<file path="config.mk">
export PLATFORM = sky130hd
export DESIGN_NAME = day_number_to_calendar_date_flat
export DESIGN_NICKNAME = d
export VERILOG_FILES = /design/src/rtl/dncd_pkg.sv /design/src/rtl/dncd_in_if.sv /design/src/rtl/dncd_out_if.sv /design/src/rtl/dncd_sub.sv /design/src/rtl/day_number_to_calendar_date.sv /design/src/flat_wrapper.sv
export VERILOG_INCLUDE_DIRS = /design/src /design/src/rtl
export SDC_FILE = /design/constraint.sdc
export NUM_CORES = 1
export LEC_CHECK = 0
export BUFFER_PORTS_ARGS = -buffer_cell sky130_fd_sc_hd__buf_2
export CORE_AREA = 2 2 107 109
export DETAILED_ROUTE_END_ITERATION = 8
export DIE_AREA = 0 0 109 111
export PLACE_DENSITY_LB_ADDON = 0.05
export SYNTH_ARGS = -nofsm -noshare
export SYNTH_HDL_FRONTEND = slang
export SYNTH_SLANG_ARGS = --single-unit
</file>
<file path="constraint.sdc">
create_clock -name clk -period 6.3 [get_ports clk]
set_input_delay 0.63 -clock clk [delete_from_list [all_inputs] [get_ports clk]]
set_output_delay 0.63 -clock clk [all_outputs]
set_load 0.005 [all_outputs]
</file>
<file path="src/rtl/assert_macros.svh">
// ----------------------------------------------------------------------------
// assert_macros.svh
// Assertion shorthands used by the converter RTL.
// ----------------------------------------------------------------------------
`ifndef ASSERT_MACROS_SVH
`define ASSERT_MACROS_SVH

// Check a property at every rising edge, off while reset is asserted.
`define ASSERT_CLKD(label, clk, rst_n, prop, msg) \
    label: assert property (@(posedge clk) disable iff (!rst_n) prop) else $error(msg);

// Check a property at every rising edge, also during reset.
`define ASSERT_ALWAYS(label, clk, prop, msg) \
    label: assert property (@(posedge clk) prop) else $error(msg);

`endif

</file>
<file path="src/rtl/dncd_pkg.sv">
// ----------------------------------------------------------------------------
// dncd_pkg
// Types, constants and small tables for the day number to date converter.
// ----------------------------------------------------------------------------
package dncd_pkg;

    // Width of the incoming day count
    localparam int unsigned DAY_NUMBER_BITS = 16;

    typedef logic [DAY_NUMBER_BITS-1:0] day_count_t;

    // Start of the count: 1 January 1990, a Monday
    localparam logic [11:0] BASE_YEAR      = 12'd1990;
    localparam logic [1:0]  BASE_MOD4      = 2'd2;
    localparam logic [6:0]  BASE_MOD100    = 7'd90;
    localparam logic [8:0]  BASE_MOD400    = 9'd390;
    localparam logic [2:0]  BASE_WEEKDAY   = 3'd1;
    localparam logic [8:0]  YEAR_DAYS      = 9'd365;
    localparam logic [6:0]  LAST_MOD100    = 7'd99;
    localparam logic [8:0]  LAST_MOD400    = 9'd399;
    localparam logic [3:0]  LAST_MONTH_IDX = 4'd11;

    typedef enum logic [1:0] {
        ST_IDLE,
        ST_YEAR,
        ST_MONTH,
        ST_DONE
    } state_t;

    // Outcome of one compare-and-subtract step
    typedef struct packed {
        logic       ge;
        day_count_t diff;
    } sub_result_t;

    // Length of a month, index 0 = January
    function automatic logic [4:0] month_len(input logic [3:0] idx, input logic leap);
        logic [4:0] len;
        begin
            unique case (idx) inside
                4'd1:                      len = leap ? 5'd29 : 5'd28;
                4'd3, 4'd5, 4'd8, 4'd10:   len = 5'd30;
                default:                   len = 5'd31;
            endcase
            return len;
        end
    endfunction

    // Residue mod 7 of a value below 32
    function automatic logic [2:0] mod7_small(input logic [4:0] v);
        logic [4:0] r;
        begin
            r = v;
            if (r >= 5'd28)      r = r - 5'd28;
            else if (r >= 5'd21) r = r - 5'd21;
            else if (r >= 5'd14) r = r - 5'd14;
            else if (r >= 5'd7)  r = r - 5'd7;
            return r[2:0];
        end
    endfunction

    // Sum of a weekday and a small offset, folded back into 0..6
    function automatic logic [2:0] wd_add(input logic [2:0] wd, input logic [2:0] inc);
        logic [3:0] s;
        begin
            s = {1'b0, wd} + {1'b0, inc};
            if (s >= 4'd7) s = s - 4'd7;
            return s[2:0];
        end
    endfunction

endpackage

</file>
<file path="src/rtl/dncd_in_if.sv">
// ----------------------------------------------------------------------------
// dncd_in_if
// Input channel: one day count per transaction.
// ----------------------------------------------------------------------------
interface dncd_in_if;
    logic                  valid;
    logic                  ready;
    dncd_pkg::day_count_t  day_number;

    modport source (output valid, output day_number, input ready);
    modport sink   (input valid, input day_number, output ready);
endinterface

</file>
<file path="src/rtl/dncd_out_if.sv">
// ----------------------------------------------------------------------------
// dncd_out_if
// Output channel: one calendar date per transaction.
// ----------------------------------------------------------------------------
interface dncd_out_if;
    logic        valid;
    logic        ready;
    logic [2:0]  weekday;
    logic [4:0]  day_of_month;
    logic [3:0]  month;
    logic [11:0] year;

    modport source (output valid, output weekday, output day_of_month, output month,
                    output year, input ready);
    modport sink   (input valid, input weekday, input day_of_month, input month,
                    input year, output ready);
endinterface

</file>
<file path="src/rtl/dncd_sub.sv">
// ----------------------------------------------------------------------------
// dncd_sub
// Shared compare-and-subtract unit used for both year and month steps.
// ----------------------------------------------------------------------------
module dncd_sub (
    input  dncd_pkg::day_count_t  left,
    input  dncd_pkg::day_count_t  len,
    output dncd_pkg::sub_result_t res
);

    // Compare the remaining count against the period length, form the difference
    always_comb
    begin
        res.ge   = (left >= len);
        res.diff = left - len;
    end

endmodule

</file>
<file path="src/rtl/day_number_to_calendar_date.sv">
// ----------------------------------------------------------------------------
// day_number_to_calendar_date
// Converts a day count since 1 January 1990 into weekday, day, month, year.
// ----------------------------------------------------------------------------
// Usage:
//   days : day_number in, valid/ready. The block is ready only when idle, so
//          one transaction is converted at a time.
//   date : weekday, day_of_month, month, year out, valid/ready, held in an
//          output register; a new count is taken while a date still waits.
//   Sequence: the year state steps off whole years (up to 179 for a 16-bit
//   count) until its compare fails, then the month state steps off whole
//   months (up to 11) until a compare fails or December is reached; the final
//   state loads the output. The single compare-and-subtract unit serves every
//   step, and a new count is taken only after the date has been loaded.
//   Reset: the sequencer returns to idle and the output valid clears.
//   Stall: a finished date waits in its final state until the output register
//   is free, then the block is ready again.
// ----------------------------------------------------------------------------
`include "assert_macros.svh"

module day_number_to_calendar_date (
    input  logic               clk,
    input  logic               rst_n,
    dncd_in_if.sink            days,
    dncd_out_if.source         date
);

    dncd_pkg::state_t      state_reg,   state_next;
    dncd_pkg::day_count_t  left_reg,    left_next;
    logic [11:0]           year_reg,    year_next;
    logic [1:0]            mod4_reg,    mod4_next;
    logic [6:0]            mod100_reg,  mod100_next;
    logic [8:0]            mod400_reg,  mod400_next;
    logic [3:0]            mo_reg,      mo_next;
    logic [2:0]            wd_reg,      wd_next;
    logic                  out_valid_reg, out_valid_next;
    logic [2:0]            out_wd_reg,  out_wd_next;
    logic [4:0]            out_dom_reg, out_dom_next;
    logic [3:0]            out_mo_reg,  out_mo_next;
    logic [11:0]           out_yr_reg,  out_yr_next;

    logic                  leap;
    logic [4:0]            mlen;
    logic [8:0]            ylen;
    dncd_pkg::day_count_t  step_len;
    dncd_pkg::sub_result_t step;
    logic                  out_free;

    logic                  residues_ok;
    logic                  in_done;
    logic                  month_ok;
    logic                  date_ok;
    logic                  out_stall;
    logic [24:0]           date_word;

    // Leap rule from the running residues of the year
    assign leap = (mod4_reg == 2'd0) && ((mod100_reg != 7'd0) || (mod400_reg == 9'd0));
    assign ylen = dncd_pkg::YEAR_DAYS + {8'd0, leap};
    assign mlen = dncd_pkg::month_len(mo_reg, leap);

    // Select the period length for the shared unit
    assign step_len = (state_reg == dncd_pkg::ST_YEAR) ? dncd_pkg::day_count_t'(ylen)
                                                       : dncd_pkg::day_count_t'(mlen);

    dncd_sub u_sub (
        .left (left_reg),
        .len  (step_len),
        .res  (step)
    );

    assign out_free   = !out_valid_reg || date.ready;
    assign days.ready = (state_reg == dncd_pkg::ST_IDLE);

    assign date.valid        = out_valid_reg;
    assign date.weekday      = out_wd_reg;
    assign date.day_of_month = out_dom_reg;
    assign date.month        = out_mo_reg;
    assign date.year         = out_yr_reg;

    // Hold state and control registers
    always_ff @(posedge clk or negedge rst_n)
    begin
        if (!rst_n)
        begin
            state_reg     <= dncd_pkg::ST_IDLE;
            out_valid_reg <= 1'b0;
        end
        else
        begin
            state_reg     <= state_next;
            out_valid_reg <= out_valid_next;
        end
    end

    // Hold working and output payload
    always_ff @(posedge clk)
    begin
        left_reg    <= left_next;
        year_reg    <= year_next;
        mod4_reg    <= mod4_next;
        mod100_reg  <= mod100_next;
        mod400_reg  <= mod400_next;
        mo_reg      <= mo_next;
        wd_reg      <= wd_next;
        out_wd_reg  <= out_wd_next;
        out_dom_reg <= out_dom_next;
        out_mo_reg  <= out_mo_next;
        out_yr_reg  <= out_yr_next;
    end

    // Sequence the year steps, the month steps and the output load
    always_comb
    begin
        state_next     = state_reg;
        left_next      = left_reg;
        year_next      = year_reg;
        mod4_next      = mod4_reg;
        mod100_next    = mod100_reg;
        mod400_next    = mod400_reg;
        mo_next        = mo_reg;
        wd_next        = wd_reg;
        out_valid_next = out_valid_reg && !date.ready;
        out_wd_next    = out_wd_reg;
        out_dom_next   = out_dom_reg;
        out_mo_next    = out_mo_reg;
        out_yr_next    = out_yr_reg;

        unique case (state_reg)
            dncd_pkg::ST_IDLE:
            begin
                if (days.valid)
                begin
                    left_next   = days.day_number;
                    year_next   = dncd_pkg::BASE_YEAR;
                    mod4_next   = dncd_pkg::BASE_MOD4;
                    mod100_next = dncd_pkg::BASE_MOD100;
                    mod400_next = dncd_pkg::BASE_MOD400;
                    wd_next     = dncd_pkg::BASE_WEEKDAY;
                    state_next  = dncd_pkg::ST_YEAR;
                end
            end

            dncd_pkg::ST_YEAR:
            begin
                if (step.ge)
                begin
                    // Drop one whole year and advance to 1 January of the next
                    left_next   = step.diff;
                    year_next   = year_reg + 12'd1;
                    mod4_next   = mod4_reg + 2'd1;
                    mod100_next = (mod100_reg == dncd_pkg::LAST_MOD100) ? 7'd0
                                                                        : mod100_reg + 7'd1;
                    mod400_next = (mod400_reg == dncd_pkg::LAST_MOD400) ? 9'd0
                                                                        : mod400_reg + 9'd1;
                    wd_next     = dncd_pkg::wd_add(wd_reg, {1'b0, leap, !leap});
                end
                else
                begin
                    mo_next    = 4'd0;
                    state_next = dncd_pkg::ST_MONTH;
                end
            end

            dncd_pkg::ST_MONTH:
            begin
                if ((mo_reg < dncd_pkg::LAST_MONTH_IDX) && step.ge)
                begin
                    // Drop one whole month; its length beyond four weeks shifts the weekday
                    left_next = step.diff;
                    mo_next   = mo_reg + 4'd1;
                    wd_next   = dncd_pkg::wd_add(wd_reg, mlen[2:0] - 3'd4);
                end
                else
                begin
                    state_next = dncd_pkg::ST_DONE;
                end
            end

            dncd_pkg::ST_DONE:
            begin
                // Load the date once the output register is free
                if (out_free)
                begin
                    out_valid_next = 1'b1;
                    out_wd_next    = dncd_pkg::wd_add(wd_reg,
                                                      dncd_pkg::mod7_small(left_reg[4:0]));
                    out_dom_next   = left_reg[4:0] + 5'd1;
                    out_mo_next    = mo_reg + 4'd1;
                    out_yr_next    = year_reg;
                    state_next     = dncd_pkg::ST_IDLE;
                end
            end

            default:
            begin
                state_next = dncd_pkg::ST_IDLE;
            end
        endcase
    end

    // Terms for the checks below
    assign residues_ok = (state_reg == dncd_pkg::ST_IDLE) || (mod4_reg == mod100_reg[1:0]);
    assign in_done     = (state_reg == dncd_pkg::ST_DONE);
    assign month_ok    = (state_reg != dncd_pkg::ST_MONTH) ||
                         (mo_reg <= dncd_pkg::LAST_MONTH_IDX);
    assign date_ok     = (date.weekday != 3'd7) && (date.day_of_month != 5'd0);
    assign out_stall   = date.valid && !date.ready;
    assign date_word   = {date.valid, date.weekday, date.day_of_month, date.month, date.year};

    // The year residues mod 4 and mod 100 must agree
    `ASSERT_CLKD(a_residues_agree, clk, rst_n, residues_ok, "year residues out of step")
    // Output valid rises only out of the final state
    `ASSERT_CLKD(a_valid_from_done, clk, rst_n, $rose(date.valid) |-> $past(in_done), "stray date")
    // Month index never passes December while months are stepped off
    `ASSERT_CLKD(a_month_bound, clk, rst_n, month_ok, "month index out of range")
    // A delivered date carries a legal weekday and day of month
    `ASSERT_CLKD(a_date_legal, clk, rst_n, date.valid |-> date_ok, "illegal date fields")
    // A waiting date is not overwritten
    `ASSERT_CLKD(a_out_hold, clk, rst_n, out_stall |=> $stable(date_word), "date overwritten")

endmodule

</file>
<file path="src/flat_wrapper.sv">
// flat-port wrapper written by rule: the top's interface ports become plain ports
module day_number_to_calendar_date_flat 
  (clk, rst_n, days_valid, days_day_number, days_ready, date_valid, date_weekday, date_day_of_month, date_month, date_year, date_ready);
  dncd_in_if days_i ();
  dncd_out_if date_i ();
  input  logic clk;
  input  logic rst_n;
  input wire logic [$bits(days_i.valid)-1:0] days_valid;
  input wire logic [$bits(days_i.day_number)-1:0] days_day_number;
  output wire logic [$bits(days_i.ready)-1:0] days_ready;
  output wire logic [$bits(date_i.valid)-1:0] date_valid;
  output wire logic [$bits(date_i.weekday)-1:0] date_weekday;
  output wire logic [$bits(date_i.day_of_month)-1:0] date_day_of_month;
  output wire logic [$bits(date_i.month)-1:0] date_month;
  output wire logic [$bits(date_i.year)-1:0] date_year;
  input wire logic [$bits(date_i.ready)-1:0] date_ready;
  assign days_i.valid = days_valid;
  assign days_i.day_number = days_day_number;
  assign days_ready = days_i.ready;
  assign date_valid = date_i.valid;
  assign date_weekday = date_i.weekday;
  assign date_day_of_month = date_i.day_of_month;
  assign date_month = date_i.month;
  assign date_year = date_i.year;
  assign date_i.ready = date_ready;
  day_number_to_calendar_date u_core (.clk(clk), .rst_n(rst_n), .days(days_i), .date(date_i));
endmodule
</file>
-- After elaboration in Yosys (flattened, before gate mapping)
Index checks and enable logic that the tools add are counted.
- $add $sub $neg: 19
- multipliers: 0
- divide/modulo/power cells: 0
- magnitude comparators: 9
- eq/ne operators: 16
- shifts and indexed selects: 0
- muxes and demuxes: 44
- bitwise logic cells: 0
- reduce and logical (&&, ||, !) cells: 21
- operators with widths (operator ; number):
    two-way mux 16 bit ; 3
    one-hot mux 16 bit (3 select lines) ; 1
    two-way mux 3 bit ; 12
    two-way mux 9 bit ; 4
    two-way mux 12 bit ; 2
    one-hot mux 12 bit (2 select lines) ; 1
    subtractor 3 bit, second input constant ; 8
    two-way mux 7 bit ; 3
    one-hot mux 9 bit (2 select lines) ; 1
    greater-or-equal comparator 16 x 9 -> 1 bit ; 1
    subtractor 16 x 9 -> 16 bit ; 1
    one-hot mux 7 bit (2 select lines) ; 1
    adder 12 x 1 -> 12 bit, second input constant ; 1
    greater-or-equal comparator 4 x 3 -> 1 bit, second input constant ; 3
    two-way mux 2 bit ; 6
    greater-or-equal comparator 5 bit, second input constant ; 2
    one-hot mux 5 bit (2 select lines) ; 1
    adder 9 x 1 -> 9 bit, first input constant ; 1
    adder 9 x 1 -> 9 bit, second input constant ; 1
    == test 9 bit, second input constant ; 1
    zero test 9 bit ; 1
    one-hot mux 3 bit (3 select lines) ; 1
    adder 3 x 3 -> 4 bit ; 2
    == test 4 bit, second input constant ; 2
    other kinds (32) ; 49
- register bits after elaboration: 80
- bits in latches: 0
- bits in writable memories: 0
- memory bits (read-only): 0
- bits of input ports: 20
- logic and storage cells: 122
- memories kept: 0

-- Depth between registers and ports, before layout
Gate-level depths: netlist of the first run.
- depth in word-level cells: 11
- depth in mapped cells: 15
- mapped depth without buffers: 15

-- Hierarchy
Synthesis of the first run repeated with hierarchy kept, for this count alone.
- cell total of the unflattened synthesis: 473
- area, all modules: 5137.4 µm²
- modules (own cells, without submodules) (module ; times used ; cells an instance ; area each (µm²)):
    day_number_to_calendar_date ; 1 ; 353 ; 4321.6
    dncd_sub ; 1 ; 120 ; 815.8

-- Worst setup path before layout of the first run
OpenSTA, ideal clock, no wires.
- path type: flip-flop to flip-flop
- from: reg u_core.mod100_reg[3]
- to: reg u_core.mod100_reg[0], enable pin
- data arrival time: 4270 ps
- required time: 5873 ps
- path slack: 1603 ps
- stages on the path, launching flop included: 13
- clock period less this slack: 4697 ps
- path through: edfxtp_1 > or3_1 > nor4b_1 > a21boi_1 > a21oi_1 > o31ai_1 > ha_1 > fa_1 > and3b_1 > a21o_1 > or2_1 > nor2_1 > a21oi_1
- word-level cells in the longest chain between the ends: 9
- ends and longest elaborated chain (what ; line ; text):
    start: declaration ; day_number_to_calendar_date.sv:32 ; logic [6:0] mod100_reg, mod100_next;
    start signal: assignment ; day_number_to_calendar_date.sv:101 ; mod100_reg <= mod100_next;
    nonzero test 7 bit (*) ; day_number_to_calendar_date.sv:57 ; assign leap = (mod4_reg == 2'd0) && ((mod100_reg != 7'd0) || (mod400_reg == 9'd0));
    logical OR 1 bit (*) ; day_number_to_calendar_date.sv:57 ;
    logical AND 1 bit (*) ; day_number_to_calendar_date.sv:57 ;
    branches (longest 2 deep; another with adder 9 x 1 -> 9 bit) ; n/a ;
    two-way mux 9 bit (*) ; day_number_to_calendar_date.sv:62 ; assign step_len = (state_reg == dncd_pkg::ST_YEAR) ? dncd_pkg::day_count_t'(ylen)
    greater-or-equal comparator 16 x 9 -> 1 bit (*) ; dncd_sub.sv:14 ; res.ge = (left >= len);
    inequality test 2 x 1 -> 1 bit (no line) (*) ; n/a ;
    AND reduction 3 bit (no line) (*) ; n/a ;
Every way passes the cells marked *.
A chain may end at the register's enable or synchronous reset.

-- Worst setup path in the final report of the first run
- from: reg u_core.mod100_reg[3]
- to: reg u_core.wd_reg[2], enable pin
- word-level cells in the longest chain between the ends: 10
- ends and longest elaborated chain (what ; line ; text):
    nonzero test 7 bit (*) ; day_number_to_calendar_date.sv:57 ;
    logical OR 1 bit (*) ; day_number_to_calendar_date.sv:57 ;
    logical AND 1 bit (*) ; day_number_to_calendar_date.sv:57 ;
    branches (longest 2 deep; another with adder 9 x 1 -> 9 bit) ; n/a ;
    two-way mux 9 bit (*) ; day_number_to_calendar_date.sv:62 ;
    greater-or-equal comparator 16 x 9 -> 1 bit (*) ; dncd_sub.sv:14 ;
    logical AND 1 bit ; day_number_to_calendar_date.sv:166 ; if ((mo_reg < dncd_pkg::LAST_MONTH_IDX) && step.ge)
    inequality test 2 x 1 -> 1 bit (no line) ; n/a ;
    AND reduction 4 bit (no line) (*) ; n/a ;
    end signal: assignment ; day_number_to_calendar_date.sv:104 ; wd_reg <= wd_next;
    end: declaration ; day_number_to_calendar_date.sv:35 ; logic [2:0] wd_reg, wd_next;
Marks and branches as above.

==> results.yml, run 1 <==
run_status:
  status: "finished clean"
setup_path:
  reg2regPathDepth: 12
  r2r-start: "u_core.mod100_reg[3]"
  rr_endpoint: "u_core.wd_reg[2]"
  critPathLaunchType: "register"
  required_ns: 6.25
  max_stage_delay_ns: 0.88
  r2r_slack_ns: 1.92
  critPathBufInv: 0
  end_kind: "register"
  critical-path-top-delay-family: "compound AO/OA/AOI/OAI gates"
  startpoint: "u_core.mod100_reg[3]"
  path_max_fanout: 19
  crit_type: "register to register"
  arrival_ns: 4.33
  crit_slowest_cell: "a21oi_2"
  crit_chain: "or3_1, nor4b_1, a21boi_1, a21oi_1, o31ai_1, ha_1, fa_1, and3b_1, a21o_1, or2_1, o21ai_1, a21oi_2"
sta:
  slew_viol_final: 0
  rsz0062_at_grt: "false"
  slew_headroom: 0.2592
  max_freq_mhz: 228.4
  setup-violations-final: 0
  final.setup.tns_ns: 0
  hold_viol: 0
  fin_hold_ws_ns: 0.07697
  clock_skew_ns: 0.008134
  period_share: 0.6950
  worstMarginPinSlew_ns: 1.111
  min_period_ns: 4.379
cts:
  cts-buffers-inserted: 9
  clk_latency_ns: 0.34
  htreeDepth: 3
  cts_hold_buffers: 0
  cts_tree: "built"
  clockBufferDepth: 2
  clock_sinks: 80
  cts_resized: 0
  root_buffer: "clkbuf_16"
  cts_setup_buffers: 0
  clk_transition_reported_paths_ns: 0.06
logic_synthesis:
  synth_async_sr_flop_share: 0.03750
  synthAdderAreaFrac: 0.1101
  ys_types: 57
  ys_ff_latch: 80
  yosysWarnings: 0
  synthCells: 442
  synth_xor_area_frac: 0.06909
  synth-simple-area-share: 0.1512
  synth_top_area_cell: "edfxtp_1"
  yosys.area.top_type_share: 0.4800
  synth_common_cells: "edfxtp_1 (77), nor2_1 (40), ha_1 (36), inv_1 (29), nand2_1 (25)"
  yosys_most_used_dff: "edfxtp_1"
  synth_most_common_cell: "edfxtp_1"
  synth_compound_area_frac: 0.1148
  netlist_area_sq_um: 4817
  synth_edf_count: 77
  synth_fp_nets: 502
  synth_top_family_by_area: "simple AND/OR/NAND/NOR gates"
  synth.top_cells.by_area: "edfxtp_1 (48%), ha_1 (9.4%), xnor2_1 (4.0%), nor2_1 (3.1%), xor2_1 (2.9%)"
  yosysSeqAreaShare: 0.4956
  synth_area_per_cell_sq_um: 10.90
  synthMuxAreaShare: 0.02390
floorplanning:
  rows: 39
  io_pins: 46
  die-area_sq_um: 12100
  die_width_um: 109
  core_sq_um: 11080
  start_util: 0.4349
  die_y_um: 111
flow_run:
  drv_cap: 0
cells_and_area:
  fin_nets: 547
  final-seq-area_sq_um: 2387
  multi_input_area_sq_um: 2267
  fillers: 1022
  antennaDiodeCount: 0
  largest_register_ff_count: 16
  drive_above_1_share: 0.1545
  area_growth_pct: 13.61
grt:
  antenna_found_initial: 0
  grt_pass1_wl_um: 15500
  grt_max_degree: 31
  grt_overflow: 0
  grt_usage: 0.1623
  grt_pass1_vias: 3247
routing:
  detail-route-antenna-nets: 0
  drtIter0Drc: 142
  wire_per_inst_um: 14.35
  dr.pass1.iters: 4
  avgViaCountPerCell: 5.290
  wirelength_um: 9110
  vias: 3359
  drc: 0
placement:
  dp_hpwl_um: 6496
  port_buffers: 45
  place.gp.congestion: 0.7779
min_path:
  hp-class: "primary input to async pin"
-- worst max-delay path by stage --
stage,endpoint,slack (ns),cells after the start
after floorplan,u_core.mod100_reg[0],1.60,12
after global placement,u_core.left_reg[5],1.96,12
after detailed placement,u_core.left_reg[2],1.82,12
after CTS,u_core.left_reg[12],1.80,12
after global routing,u_core.left_reg[3],1.43,12
final,u_core.wd_reg[2],1.92,12
-- cells in the final DEF, fill, tap and decap left out, types with 5 or more instances in the layout --
| master | n |
|---|---|
| a21o_1 | 6 |
| a21oi_1 | 17 |
| a31oi_1 | 9 |
| buf_2 | 45 |
| clkbuf_16 | 9 |
| edfxtp_1 | 77 |
| ha_1 | 36 |
| inv_1 | 29 |
| mux2i_1 | 7 |
| nand2_1 | 25 |
| nand2b_1 | 9 |
| nand3_1 | 21 |
| nand4_1 | 5 |
| nor2_1 | 40 |
| nor3_1 | 6 |
| o21ai_0 | 21 |
| o31ai_1 | 5 |
| or3_1 | 10 |
| xnor2_1 | 22 |
| xor2_1 | 16 |
-- cell families after synthesis --
family          count (synthesis)
compound gates                 86
fa+ha+maj                      40
flops                          80
buf+inv                        44
xor+xnor                       38
simple gates                  143
mux                            11
-- metrics by stage --
stage | utilization | instance area, sq um | std cells | worst slack [ns]
floorplan | - | 4817 | 442 | 1.603
global placement | 0.4689 | 5194 | 619 | 1.958
detailed placement | 0.4689 | 5194 | 619 | 1.818
CTS | 0.4941 | 5473 | 635 | 1.803
global route | 0.4941 | 5473 | 635 | 1.430
finish | 0.4941 | 5473 | 635 | 1.921
-- cell type report --
class / instances / share of cell area
Clock inverter: 7 / 0.009831
Inverter: 30 / 0.02058
Clock buffer: 9 / 0.04115
Sequential cell: 80 / 0.4362
Multi-Input combinational cell: 318 / 0.4143
Tap cell: 143 / 0.03269
Timing Repair Buffer: 48 / 0.04527
-- routing by layer --
layer	GRT usage	wire length, um	up-vias
li1	-	-	1700
met1	0.2244	4477	1592
met2	0.2534	4207	57
met3	0.02704	280	10
met4	0.06239	145	0
met5	0	0	-
Power of run 1 is not shown: default switching activity piles up to over one toggle a cycle in this logic, so the estimate is an artifact.
==> run 2, diff against run 1 <==
==> constraint.sdc (replaced) <==
create_clock -name clk -period 4.43 [get_ports clk]
set_input_delay 0.443 -clock clk [delete_from_list [all_inputs] [get_ports clk]]
set_output_delay 0.443 -clock clk [all_outputs]
set_load 0.005 [all_outputs]
==> results.yml, run 2 (same netlist as run 1, synthesis figures left out) <==
placement:
  port_buffers: 45
  place.gp.congestion: 0.7515
  dp_hpwl_um: 6412
setup_path:
  path_max_fanout: 30
  critical-path-top-delay-family: "simple AND/OR/NAND/NOR gates"
  max_stage_delay_ns: 0.48
  critPathLaunchType: "register"
  end_kind: "register"
  arrival_ns: 3.93
  crit_type: "register to register"
  critPathBufInv: 1
  crit_slowest_cell: "edfxtp_1"
  required_ns: 4.43
  crit_chain: "or3_1, nor4b_1, a21boi_1, a21oi_1, o31ai_1, ha_1, fa_1, and3b_1, a21o_1, or2_1, nor2_1, a21oi_2, buf_4"
grt:
  grt_usage: 0.1595
  grt_max_degree: 31
  antenna_found_initial: 0
  grt_pass1_wl_um: 15040
  grt_overflow: 0
  grt_pass1_vias: 3159
sta:
  slew_headroom: 0.2378
  clock_skew_ns: 0.005286
  rsz0062_at_grt: "false"
  final.setup.tns_ns: 0
  max_freq_mhz: 254.0
  setup-violations-final: 0
  hold_viol: 0
  period_share: 0.8887
  min_period_ns: 3.937
  slew_viol_final: 0
  worstMarginPinSlew_ns: 1.143
cells_and_area:
  final_common_cell: "edfxtp_1"
  mostFrequentLayoutCells: "edfxtp_1 (77), buf_2 (45), nor2_1 (40), ha_1 (36), inv_1 (29)"
  multi_input_area_sq_um: 2267
  area_growth_pct: 14.60
  fillers: 1006
  final-seq-area_sq_um: 2387
  largest_register_ff_count: 16
  fin_nets: 549
  drive_above_1_share: 0.1579
  antennaDiodeCount: 0
floorplanning:
  rows: 39
  die-area_sq_um: 12100
  die_width_um: 109
  core_sq_um: 11080
  die_y_um: 111
  start_util: 0.4349
  io_pins: 46
cts:
  cts-buffers-inserted: 9
  clk_transition_reported_paths_ns: 0.07
  cts_setup_buffers: 0
  clock_sinks: 80
  cts_hold_buffers: 1
  root_buffer: "clkbuf_16"
  htreeDepth: 3
  cts_tree: "built"
  cts_resized: 0
  clk_latency_ns: 0.34
  clockBufferDepth: 2
routing:
  wire_per_inst_um: 14.20
  avgViaCountPerCell: 5.232
  wirelength_um: 9047
  vias: 3333
  dr.pass1.iters: 4
  drc: 0
  detail-route-antenna-nets: 0
  drtIter0Drc: 106
flow_run:
  drv_cap: 0
run_status:
  status: "finished clean"
min_path:
  hp-class: "primary input to register"
==> run 2: path summary, 6_finish.rpt <==
kind / from / end / slack (ns) / cells after the start
hold / removal: days_day_number[8] / u_core.left_reg[8] / 0.39 / 2
setup / recovery: u_core.mod100_reg[3] / u_core.year_reg[2] / 0.49 / 13
hold reg to reg: u_core.year_reg[11] / u_core.date.year[11] / 0.48 / 0
setup reg to reg: u_core.mod100_reg[3] / u_core.year_reg[2] / 0.49 / 13
max in group asynchronous: rst_n / u_core.date.valid / 3.90 / 2
min in group asynchronous: rst_n / u_core.state_reg[0] / 0.42 / 2
==> run 2: area by class of cell <==
cell class,instances,share of cell area
Clock buffer,9,0.04080
Clock inverter,7,0.01519
Inverter,30,0.02040
Multi-Input combinational cell,318,0.4107
Sequential cell,80,0.4325
Tap cell,143,0.03241
Timing Repair Buffer,50,0.04805
==> run 2: layer usage <==
layer / vias up / share of wire / global-route usage
met3: 13 / 0.044 / 0.02822
li1: 1702 / - / -
met4: 0 / 0.021 / 0.06838
met2: 69 / 0.45 / 0.2480
met5: - / 0 / 0
met1: 1549 / 0.48 / 0.2174
==> run 2: stage by stage <==
stage / setup WS (ns) / cell area, sq um / instances / utilization / hold WS, ns
4_1_cts: 0.4595 / 5520 / 637 / 0.4984 / 0.3891
6_report: 0.4930 / 5520 / 637 / 0.4984 / 0.3949
5_1_grt: 0.1849 / 5520 / 637 / 0.4984 / 0.4021
2_1_floorplan: 0.2559 / 4821 / 442 / - / 0.1474
3_3_place_gp: 0.5939 / 5201 / 620 / 0.4696 / 0.2401
3_5_place_dp: 0.4651 / 5201 / 620 / 0.4696 / 0.2405
Power of run 2 is left out for the same reason.
==> run 3, diff against run 2 <==
--- a/config.mk
+++ b/config.mk
@@ -7,9 +7,9 @@
 export NUM_CORES = 1
 export LEC_CHECK = 0
 export BUFFER_PORTS_ARGS = -buffer_cell sky130_fd_sc_hd__buf_2
-export CORE_AREA = 2 2 107 109
+export CORE_AREA = 2 2 120 134
 export DETAILED_ROUTE_END_ITERATION = 8
-export DIE_AREA = 0 0 109 111
+export DIE_AREA = 0 0 122 136
 export PLACE_DENSITY_LB_ADDON = 0.05
 export SYNTH_ARGS = -nofsm -noshare
 export SYNTH_HDL_FRONTEND = slang
==> results.yml, run 3 (same netlist as run 1, synthesis figures left out) <==
floorplanning:
  die_y_um: 136
  core_sq_um: 15310
  die_width_um: 122
  io_pins: 46
  rows: 48
  die-area_sq_um: 16590
  start_util: 0.3145
cells_and_area:
  fin_nets: 550
  area_growth_pct: 16.18
  drive_above_1_share: 0.1579
  antennaDiodeCount: 0
  largest_register_ff_count: 16
  mostFrequentLayoutCells: "edfxtp_1 (77), buf_2 (45), nor2_1 (40), ha_1 (36), inv_1 (29)"
  final_common_cell: "edfxtp_1"
  final_cells: 694
setup_path:
  arrival_ns: 3.94
  r2r_slack_ns: 0.49
  critPathLaunchType: "register"
  required_ns: 4.43
  reg2regPathDepth: 12
  end_kind: "register"
  crit_type: "register to register"
  path_max_fanout: 6
cts:
  clk_latency_ns: 0.35
  clk_transition_reported_paths_ns: 0.06
  cts_resized: 0
  clock_sinks: 80
  cts_tree: "built"
  root_buffer: "clkbuf_16"
  htreeDepth: 3
  cts_setup_buffers: 0
  clockBufferDepth: 2
  cts_hold_buffers: 1
  cts-buffers-inserted: 9
grt:
  grt_max_degree: 31
  grt_overflow: 0
  grt_pass1_wl_um: 16460
  antenna_found_initial: 0
  grt_usage: 0.1301
  grt_pass1_vias: 3303
sta:
  min_period_ns: 3.941
  slew_headroom: 0.6418
  fin_hold_ws_ns: 0.3731
  final.setup.tns_ns: 0
  period_share: 0.8895
  worstMarginPinSlew_ns: 0.5317
  setup-violations-final: 0
  rsz0062_at_grt: "false"
  max_freq_mhz: 253.8
  hold_viol: 0
  clock_skew_ns: 0.009484
  slew_viol_final: 0
routing:
  detail-route-antenna-nets: 0
  dr_wl_met3_um: 370
  dr.max_layer_used: "met4"
  dr.pass1.iters: 5
  vias: 3345
  wire_per_inst_um: 14.36
  wirelength_um: 9964
  wl_met2_um: 4864
  route.layer.met1.wl_um: 4553
  drc: 0
  drtIter0Drc: 181
  avgViaCountPerCell: 4.820
placement:
  place.gp.congestion: 0.7522
  port_buffers: 45
  post-place-cells: 678
  dp_hpwl_um: 7145
min_path:
  holdPathStages: 2
  hp-class: "primary input to register"
flow_run:
  drv_cap: 0
run_status:
  status: "finished clean"
==> run 3: cell count changes in the layout (fill, tap and decap cells not counted) <==
cell	previous run	this run
inv_6	4	2
buf_12	0	1
clkinv_2	0	1
clkinv_4	0	1
inv_8	1	0
==> run 3: through the flow <==
stage	cell area (sq um)	util	setup WS, ns
after floorplan	4821	-	0.2559
after global placement	5293	0.3456	0.6212
after detailed placement	5293	0.3456	0.4757
after CTS	5597	0.3654	0.4700
after global routing	5597	0.3654	0.2275
final	5597	0.3654	0.4895
==> run 3: critical path: stages, from the launching register on <==
cell,delay (ns)
edfxtp_1,0.48
or3_1,0.42
nor4b_1,0.25
a21boi_1,0.18
a21oi_1,0.22
o31ai_1,0.10
ha_1,0.22
fa_1,0.42
and3b_1,0.31
a21o_1,0.19
or2_1,0.23
o21ai_1,0.15
a211oi_2,0.43
==> run 3: per-layer routing <==
metal  GRT usage  vias to the layer above
met5           0                        -
met2      0.2142                       66
met1      0.1597                     1566
li1            -                     1701
met4     0.07152                        0
met3     0.02517                       12
==> run 3: area by class of cell <==
cell class / count / area (sq um)
multi-input cells: 318 / 2267
repair buffers: 51 / 285.3
fillers: 1544 / 9718
well taps: 200 / 250.2
clock inverters: 6 / 68.82
flip-flops and latches: 80 / 2387
clock buffers: 9 / 225.2
inverters: 30 / 112.6
==> run 3: final timing paths <==
kind / startpoint / end
min in group asynchronous: rst_n / u_core.date.valid
setup / recovery: u_core.mod100_reg[3] / u_core.mo_reg[1]
max in group asynchronous: rst_n / u_core.state_reg[0]
hold reg to reg: u_core.year_reg[11] / u_core.date.year[11]
setup reg to reg: u_core.mod100_reg[3] / u_core.mo_reg[1]
hold / removal: days_day_number[8] / u_core.left_reg[8]
Power of run 3 is left out for the same reason.
